--- src/design/fnt_pkg.sv ---
// Shared types and constants for the forbidden network table.
package fnt_pkg;

    localparam int TABLE_DEPTH = 16;

    localparam int CODE_W   = 10;
    localparam int CAUSE_W  = 8;
    localparam int ACTION_W = 2;
    localparam int STATUS_W = 2;
    localparam int CFG_IDX_W  = 2;
    localparam int CFG_DATA_W = 10;

    localparam int IN_DATA_W  = 32;
    localparam int OUT_DATA_W = 16;

    typedef enum logic [ACTION_W-1:0] {
        ACT_ADD   = 2'd0,
        ACT_DEL   = 2'd1,
        ACT_QUERY = 2'd2
    } action_t;

    typedef enum logic [STATUS_W-1:0] {
        ST_OK        = 2'd0,
        ST_HOME      = 2'd1,
        ST_NOT_FOUND = 2'd2,
        ST_FULL      = 2'd3
    } status_t;

    typedef enum logic [CFG_IDX_W-1:0] {
        REG_CARD_PRESENT = 2'd0,
        REG_HOME_COUNTRY = 2'd1,
        REG_HOME_NETWORK = 2'd2
    } cfg_reg_t;

    typedef struct packed {
        logic [ACTION_W-1:0] action;
        logic [CODE_W-1:0]   country_code;
        logic [CODE_W-1:0]   network_code;
        logic [CAUSE_W-1:0]  reject_cause;
    } request_t;

    typedef struct packed {
        logic               card_present;
        logic [CODE_W-1:0]  home_country_code;
        logic [CODE_W-1:0]  home_network_code;
    } cfg_t;

    typedef struct packed {
        status_t            status;
        logic               is_forbidden;
        logic [CAUSE_W-1:0] matched_cause;
    } result_t;

endpackage

--- src/design/fnt_table.sv ---
// Slot store with parallel match, lowest-slot select and add/delete update.
module fnt_table (
    input  logic            clk,
    input  logic            rst_n,
    input  logic            en,
    input  fnt_pkg::cfg_t     cfg,
    input  fnt_pkg::request_t req,
    output fnt_pkg::result_t  res
);
    import fnt_pkg::*;

    logic [TABLE_DEPTH-1:0] valid_reg;
    logic [TABLE_DEPTH-1:0] valid_next;
    logic [CODE_W-1:0]      country_reg [TABLE_DEPTH];
    logic [CODE_W-1:0]      network_reg [TABLE_DEPTH];
    logic [CAUSE_W-1:0]     cause_reg   [TABLE_DEPTH];

    logic [TABLE_DEPTH-1:0] match_vec;
    logic [TABLE_DEPTH-1:0] free_vec;
    logic [TABLE_DEPTH-1:0] match_hot;
    logic [TABLE_DEPTH-1:0] free_hot;
    logic [TABLE_DEPTH-1:0] write_hot;
    logic [CAUSE_W-1:0]     hit_cause;
    logic                   home_hit;

    always_comb
    begin
        for (int i = 0; i < TABLE_DEPTH; i++)
        begin
            match_vec[i] = valid_reg[i]
                           && (country_reg[i] == req.country_code)
                           && (network_reg[i] == req.network_code);
        end
    end

    assign free_vec  = ~valid_reg;
    // isolate lowest set bit
    assign match_hot = match_vec & (~match_vec + TABLE_DEPTH'(1));
    assign free_hot  = free_vec & (~free_vec + TABLE_DEPTH'(1));

    always_comb
    begin
        hit_cause = '0;
        for (int i = 0; i < TABLE_DEPTH; i++)
        begin
            hit_cause = hit_cause | ({CAUSE_W{match_hot[i]}} & cause_reg[i]);
        end
    end

    assign home_hit = cfg.card_present
                      && (req.country_code == cfg.home_country_code)
                      && (req.network_code == cfg.home_network_code);

    always_comb
    begin
        res        = '{status: ST_OK, is_forbidden: 1'b0, matched_cause: '0};
        valid_next = valid_reg;
        write_hot  = '0;
        case (req.action)
            ACT_ADD:
            begin
                if (home_hit)
                begin
                    res.status = ST_HOME;
                end
                else if (free_vec == '0)
                begin
                    res.status = ST_FULL;
                end
                else
                begin
                    write_hot  = free_hot;
                    valid_next = valid_reg | free_hot;
                end
            end
            ACT_DEL:
            begin
                if (match_vec == '0)
                begin
                    res.status = ST_NOT_FOUND;
                end
                else
                begin
                    valid_next = valid_reg & ~match_hot;
                end
            end
            ACT_QUERY:
            begin
                res.is_forbidden  = |match_vec;
                res.matched_cause = hit_cause;
            end
            default:
            begin
                res = '{status: ST_OK, is_forbidden: 1'b0, matched_cause: '0};
            end
        endcase
    end

    always_ff @(posedge clk or negedge rst_n)
    begin
        if (!rst_n)
        begin
            valid_reg <= '0;
        end
        else if (en)
        begin
            valid_reg <= valid_next;
        end
    end

    always_ff @(posedge clk)
    begin
        for (int i = 0; i < TABLE_DEPTH; i++)
        begin
            if (en && write_hot[i])
            begin
                country_reg[i] <= req.country_code;
                network_reg[i] <= req.network_code;
                cause_reg[i]   <= req.reject_cause;
            end
        end
    end

endmodule

--- src/design/forbidden_network_table_top.sv ---
// Top level of the forbidden network table: stream ports, registers, staging.
// Staging: input register, then table lookup and update into the result register.
// Throughput: 1 request per cycle unless m_tready stalls a held result; each request sees the table
//   updates of the one before.
// Reset: rst_n clears the valid flags of all slots, the configuration registers
//   and both stage valids; slot contents are left as they are.
module forbidden_network_table_top (
    input  logic                                clk,
    input  logic                                rst_n,
    // request stream
    input  logic                                s_tvalid,
    output logic                                s_tready,
    // [1:0] action, [11:2] country_code, [21:12] network_code,
    // [29:22] reject_cause, [31:30] zero
    input  logic [fnt_pkg::IN_DATA_W-1:0]       s_tdata,
    // result stream
    output logic                                m_tvalid,
    input  logic                                m_tready,
    // [1:0] status, [2] is_forbidden, [10:3] matched_cause, [15:11] zero
    output logic [fnt_pkg::OUT_DATA_W-1:0]      m_tdata,
    // configuration write port
    input  logic                                cfg_we,
    input  logic [fnt_pkg::CFG_IDX_W-1:0]       cfg_index,
    input  logic [fnt_pkg::CFG_DATA_W-1:0]      cfg_data
);
    import fnt_pkg::*;

    // Configuration registers
    cfg_t     cfg_reg;

    // Input stage: holds one request until the result register can take it
    logic     in_valid_reg;
    request_t in_req_reg;

    // Result stage
    logic     out_valid_reg;
    result_t  out_res_reg;

    result_t  lookup_res;
    logic     advance;

    // Move the staged request into the result register when that register
    // is empty or is being drained this cycle.
    assign advance  = in_valid_reg && (!out_valid_reg || m_tready);
    assign s_tready = !in_valid_reg || advance;

    always_ff @(posedge clk or negedge rst_n)
    begin
        if (!rst_n)
        begin
            cfg_reg <= '0;
        end
        else if (cfg_we)
        begin
            case (cfg_index)
                REG_CARD_PRESENT: cfg_reg.card_present      <= cfg_data[0];
                REG_HOME_COUNTRY: cfg_reg.home_country_code <= cfg_data[CODE_W-1:0];
                REG_HOME_NETWORK: cfg_reg.home_network_code <= cfg_data[CODE_W-1:0];
                default:          cfg_reg <= cfg_reg; // drop writes beyond the list
            endcase
        end
    end

    // Input register: valid cleared under reset, payload loaded on every accept
    always_ff @(posedge clk or negedge rst_n)
    begin
        if (!rst_n)
        begin
            in_valid_reg <= 1'b0;
        end
        else if (s_tready)
        begin
            in_valid_reg <= s_tvalid;
        end
    end

    always_ff @(posedge clk)
    begin
        if (s_tvalid && s_tready)
        begin
            in_req_reg.action       <= s_tdata[1:0];
            in_req_reg.country_code <= s_tdata[11:2];
            in_req_reg.network_code <= s_tdata[21:12];
            in_req_reg.reject_cause <= s_tdata[29:22];
        end
    end

    // Table lookup and update; state advances only with the request
    fnt_table u_table (
        .clk   (clk),
        .rst_n (rst_n),
        .en    (advance),
        .cfg   (cfg_reg),
        .req   (in_req_reg),
        .res   (lookup_res)
    );

    // Result register: hold until the downstream side takes it
    always_ff @(posedge clk or negedge rst_n)
    begin
        if (!rst_n)
        begin
            out_valid_reg <= 1'b0;
        end
        else if (advance)
        begin
            out_valid_reg <= 1'b1;
        end
        else if (m_tready)
        begin
            out_valid_reg <= 1'b0;
        end
    end

    always_ff @(posedge clk)
    begin
        if (advance)
        begin
            out_res_reg <= lookup_res;
        end
    end

    assign m_tvalid = out_valid_reg;
    assign m_tdata  = {5'b0, out_res_reg.matched_cause, out_res_reg.is_forbidden,
                       out_res_reg.status};

endmodule
--- config.mk ---
export PLATFORM = sky130hd
export DESIGN_NAME = forbidden_network_table_top
export DESIGN_NICKNAME = d
export VERILOG_FILES = /design/src/design/fnt_pkg.sv /design/src/design/fnt_table.sv /design/src/design/forbidden_network_table_top.sv
export SDC_FILE = /design/constraint.sdc
export NUM_CORES = 1
export LEC_CHECK = 0
export BUFFER_PORTS_ARGS = -buffer_cell sky130_fd_sc_hd__buf_4
export CAP_MARGIN = 15
export CORE_ASPECT_RATIO = 0.75
export CORE_MARGIN = 2
export CORE_UTILIZATION = 50
export DETAILED_ROUTE_END_ITERATION = 8
export GPL_TIMING_DRIVEN = 0
export PLACE_DENSITY_LB_ADDON = 0.05
export SKIP_LAST_GASP = 1
export SYNTH_ARGS = -nofsm -noshare
export SYNTH_HDL_FRONTEND = slang
export SYNTH_HIERARCHICAL = 1
export SYNTH_SLANG_ARGS = --single-unit
--- constraint.sdc ---
create_clock -name clk -period 10.2 [get_ports clk]
set_clock_uncertainty 0.15 [all_clocks]
set_input_delay 0.51 -clock clk [delete_from_list [all_inputs] [get_ports clk]]
set_output_delay 0.51 -clock clk [all_outputs]
set_load 0.01 [all_outputs]
==> impl_metrics.py <==
metrics = {
    "outcome": {
        "status": "complete, no violations",
    },
    "die": {
        "start_util": 0.506,
        "die_area_um2": 46800,
        "core_area_um2": 44600,
        "die_w_um": 249,
        "die_h_um": 188,
        "row_count": 67,
        "ios": 67,
    },
    "routing": {
        "drc": 0,
        "wire_per_inst_um": 27.5,
        "num_vias": 13000,
        "via_per_inst": 5.88,
        "detail_route.iter0.violations": 1445,
        "drt-total-wl_mm": 60.7,
        "dr.pass1.iters": 5,
        "antenna_left": 0,
    },
    "timing": {
        "hold_viol": 0,
        "tns_ps": 0,
        "slew_violations": 0,
        "post-route-min-period_ps": 5230,
        "worst_pin_slew_ps": 1200,
        "finalWorstSetupSlack_ps": 4970,
        "finalCritPeriodShare": 0.513,
        "report.final.setup_viol": 0,
        "rsz0062_at_grt": "no",
        "max_freq_mhz": 191,
        "maxSlewHeadroom": 0.201,
    },
    "clock_network": {
        "path_clk_slew_ps": 60,
        "cts_resized": 0,
        "h-tree-depth": 2,
        "postCtsSetupBuffers": 0,
        "clk_path_buf_depth": 3,
        "cts_tree": "done",
        "clockRootBuffer": "clkbuf_16",
        "clkSinkCount": 528,
        "cts_made_buffers": 51,
        "clk_latency_ps": 580,
    },
    "worst_setup_path": {
        "r2r_cells": 11,
        "cp.arrival_ps": 5370,
        "reg2reg_slack_ps": 4970,
        "cp-start-kind": "flop",
        "crit_end": "u_table/country_reg[0][21]",
        "worstReg2RegEnd": "u_table/country_reg[0][21]",
        "end_kind": "flop",
        "critPathMaxFanout": 17,
        "rr_startpoint": "in_req_reg[13]",
        "crit_start": "in_req_reg[13]",
        "cp.required_ps": 10340,
        "critical_path_class": "flop to flop",
    },
    "global_routing": {
        "grt_pass1_vias": 12600,
        "grt_use_total": 0.262,
        "grt_max_degree": 40,
        "grt_pass1_wl_mm": 87.7,
        "grt-ovfl-total": 0,
        "antenna_found_initial": 0,
    },
    "synth": {
        "synth_cell_types": 68,
        "synthesis.area_per_instance_um2": 15.9,
        "async_flop_share": 0.0739,
        "synth_edf_count": 489,
        "yosysSeqAreaShare": 0.694,
        "synth_ff_type": "edfxtp_1",
        "synthesis.area_um2": 22600,
        "synthCells": 1416,
        "yosysWarnings": 6,
        "synth-seq-cells": 528,
    },
    "placement": {
        "dpl.hpwl_mm": 37.9,
        "port_buffers": 59,
        "placed_area_um2": 24100,
        "preCtsSetupSlack_ps": 4950,
        "place.gp.congestion": 0.816,
    },
    "power_and_ir_drop": {
        "ir_drop_mv": 0.150,
        "p_total_mw": 4.60,
        "leakage_nw": 8.72,
        "power.density_nw_per_um2": 177,
    },
    "final_layout": {
        "utilization": 0.582,
        "stdcell_area_um2": 25900,
        "fill_cells": 3429,
        "nNetsFinal": 1630,
        "drive_gt1_frac": 0.165,
        "synthToLayoutAreaGrowth_pct": 15.1,
    },
    "min_path": {
        "hp-class": "input port to flop",
        "min-delay-start": "cfg_data[1]",
    },
    "job": {
        "max-cap-violations": 0,
    },
}
==> metal layers <==
metal	GRT usage	share of wire	up-vias
li1	-	-	5723
met1	0.404	0.46	6683
met2	0.386	0.44	522
met3	0.0543	0.085	66
met4	0.0547	0.017	0
met5	0	0	-
==> critical path, cell delays in order (launching register included) <==
cell and delay, ps:
edfxtp_1 1090, buf_4 420, buf_6 310, xor2_1 190
nor4_1 70, nand3_1 90, nor4_2 100, nor4_2 820
clkbuf_1 550, nor3b_2 680, buf_6 250, buf_6 190
==> cells in the final DEF, fill, tap and decap left out, types with 10 or more instances in the layout <==
master,Yosys,routed
a2bb2oi_1,16,16
a32oi_1,23,23
a41oi_1,10,10
and2_1,11,10
and3_1,18,18
buf_2,11,11
buf_4,25,87
buf_6,27,34
clkbuf_1,8,25
clkbuf_16,0,51
clkinv_1,0,11
dfrtp_1,39,39
dlygate4sd3_1,0,32
edfxtp_1,489,489
inv_1,37,37
mux2_4,20,20
nand2_1,20,20
nand3_1,23,23
nand4_1,47,47
nor2_1,25,18
nor3_1,23,22
nor4_1,53,52
o2111ai_1,16,16
o211ai_1,10,10
or3_1,15,15
xnor2_1,168,168
xor2_1,172,172
==> per-stage QoR <==
stage | hold slack, ps | instances
6_report | 24.6 | 2208
4_1_cts | 2.36 | 2206
3_3_place_gp | 309 | 2065
3_5_place_dp | 332 | 2081
2_1_floorplan | 64.4 | 1420
5_1_grt | 6.06 | 2207
==> cell families (layout without fill, tap and decap cells) <==
kind of cell / Yosys count / count (layout) / share of synthesized area
AO/OA/AOI/OAI: 137 / 137 / 0.0525
other: 1 / 6 / 0.000166
buffers and inverters: 113 / 314 / 0.0327
XOR/XNOR: 340 / 340 / 0.132
flip-flops: 528 / 528 / 0.694
multiplexers: 22 / 22 / 0.0143
AND/OR/NAND/NOR: 275 / 275 / 0.0739
==> how the worst min path moves through the flow <==
stage	end	slack (ps)	cells after the start
global route	cfg_reg[1]	6	2
floorplan	cfg_reg[0]	60	0
detailed placement	m_tvalid	330	1
global placement	m_tvalid	310	1
CTS	cfg_reg[3]	2	2
finish	cfg_reg[1]	20	2
==> where the power goes <==
part	internal (mW)	switching (mW)
clock network	0.993	0.791
registers	2.43	0.0870
logic	0.138	0.164
==> repair_timing <==
| item | CTS | global route |
|---|---|---|
| hold buffers | 32 | 0 |
| hold endpoints to repair | 70 | 0 |
| endpoints found under the setup margin | 0 | 0 |
==> cell type report <==
cell class                 instances  area (um2)  share of cell area
antenna                            1        2.50           0.0000964
buffer                            76         599              0.0231
clock buffer                      71        1380              0.0532
clock inverter                    22         160             0.00617
inverter                          37         139             0.00535
multi-input combinational        779        6260               0.241
sequential                       528       15700               0.603
tap                              586         733              0.0283
timing repair buffer             108        1020              0.0392
==> cell usage after synthesis, types with 10 or more instances <==
cell type  count  share of area
xnor2_1      168          0.065
buf_4         25         0.0083
dfrtp_1       39          0.043
a2bb2oi_1     16         0.0062
nand3_1       23         0.0051
nor2_1        25         0.0042
xor2_1       172          0.067
buf_2         11         0.0024
and2_1        11         0.0031
buf_6         27          0.013
inv_1         37         0.0062
a41oi_1       10         0.0039
nand2_1       20         0.0033
a32oi_1       23         0.0089
nor4_1        53          0.015
o211ai_1      10         0.0033
nand4_1       47          0.013
edfxtp_1     489           0.65
o2111ai_1     16         0.0062
mux2_4        20          0.013
nor3_1        23         0.0051
or3_1         15         0.0042
and3_1        18         0.0050
Power figures use the tool's default switching activity.
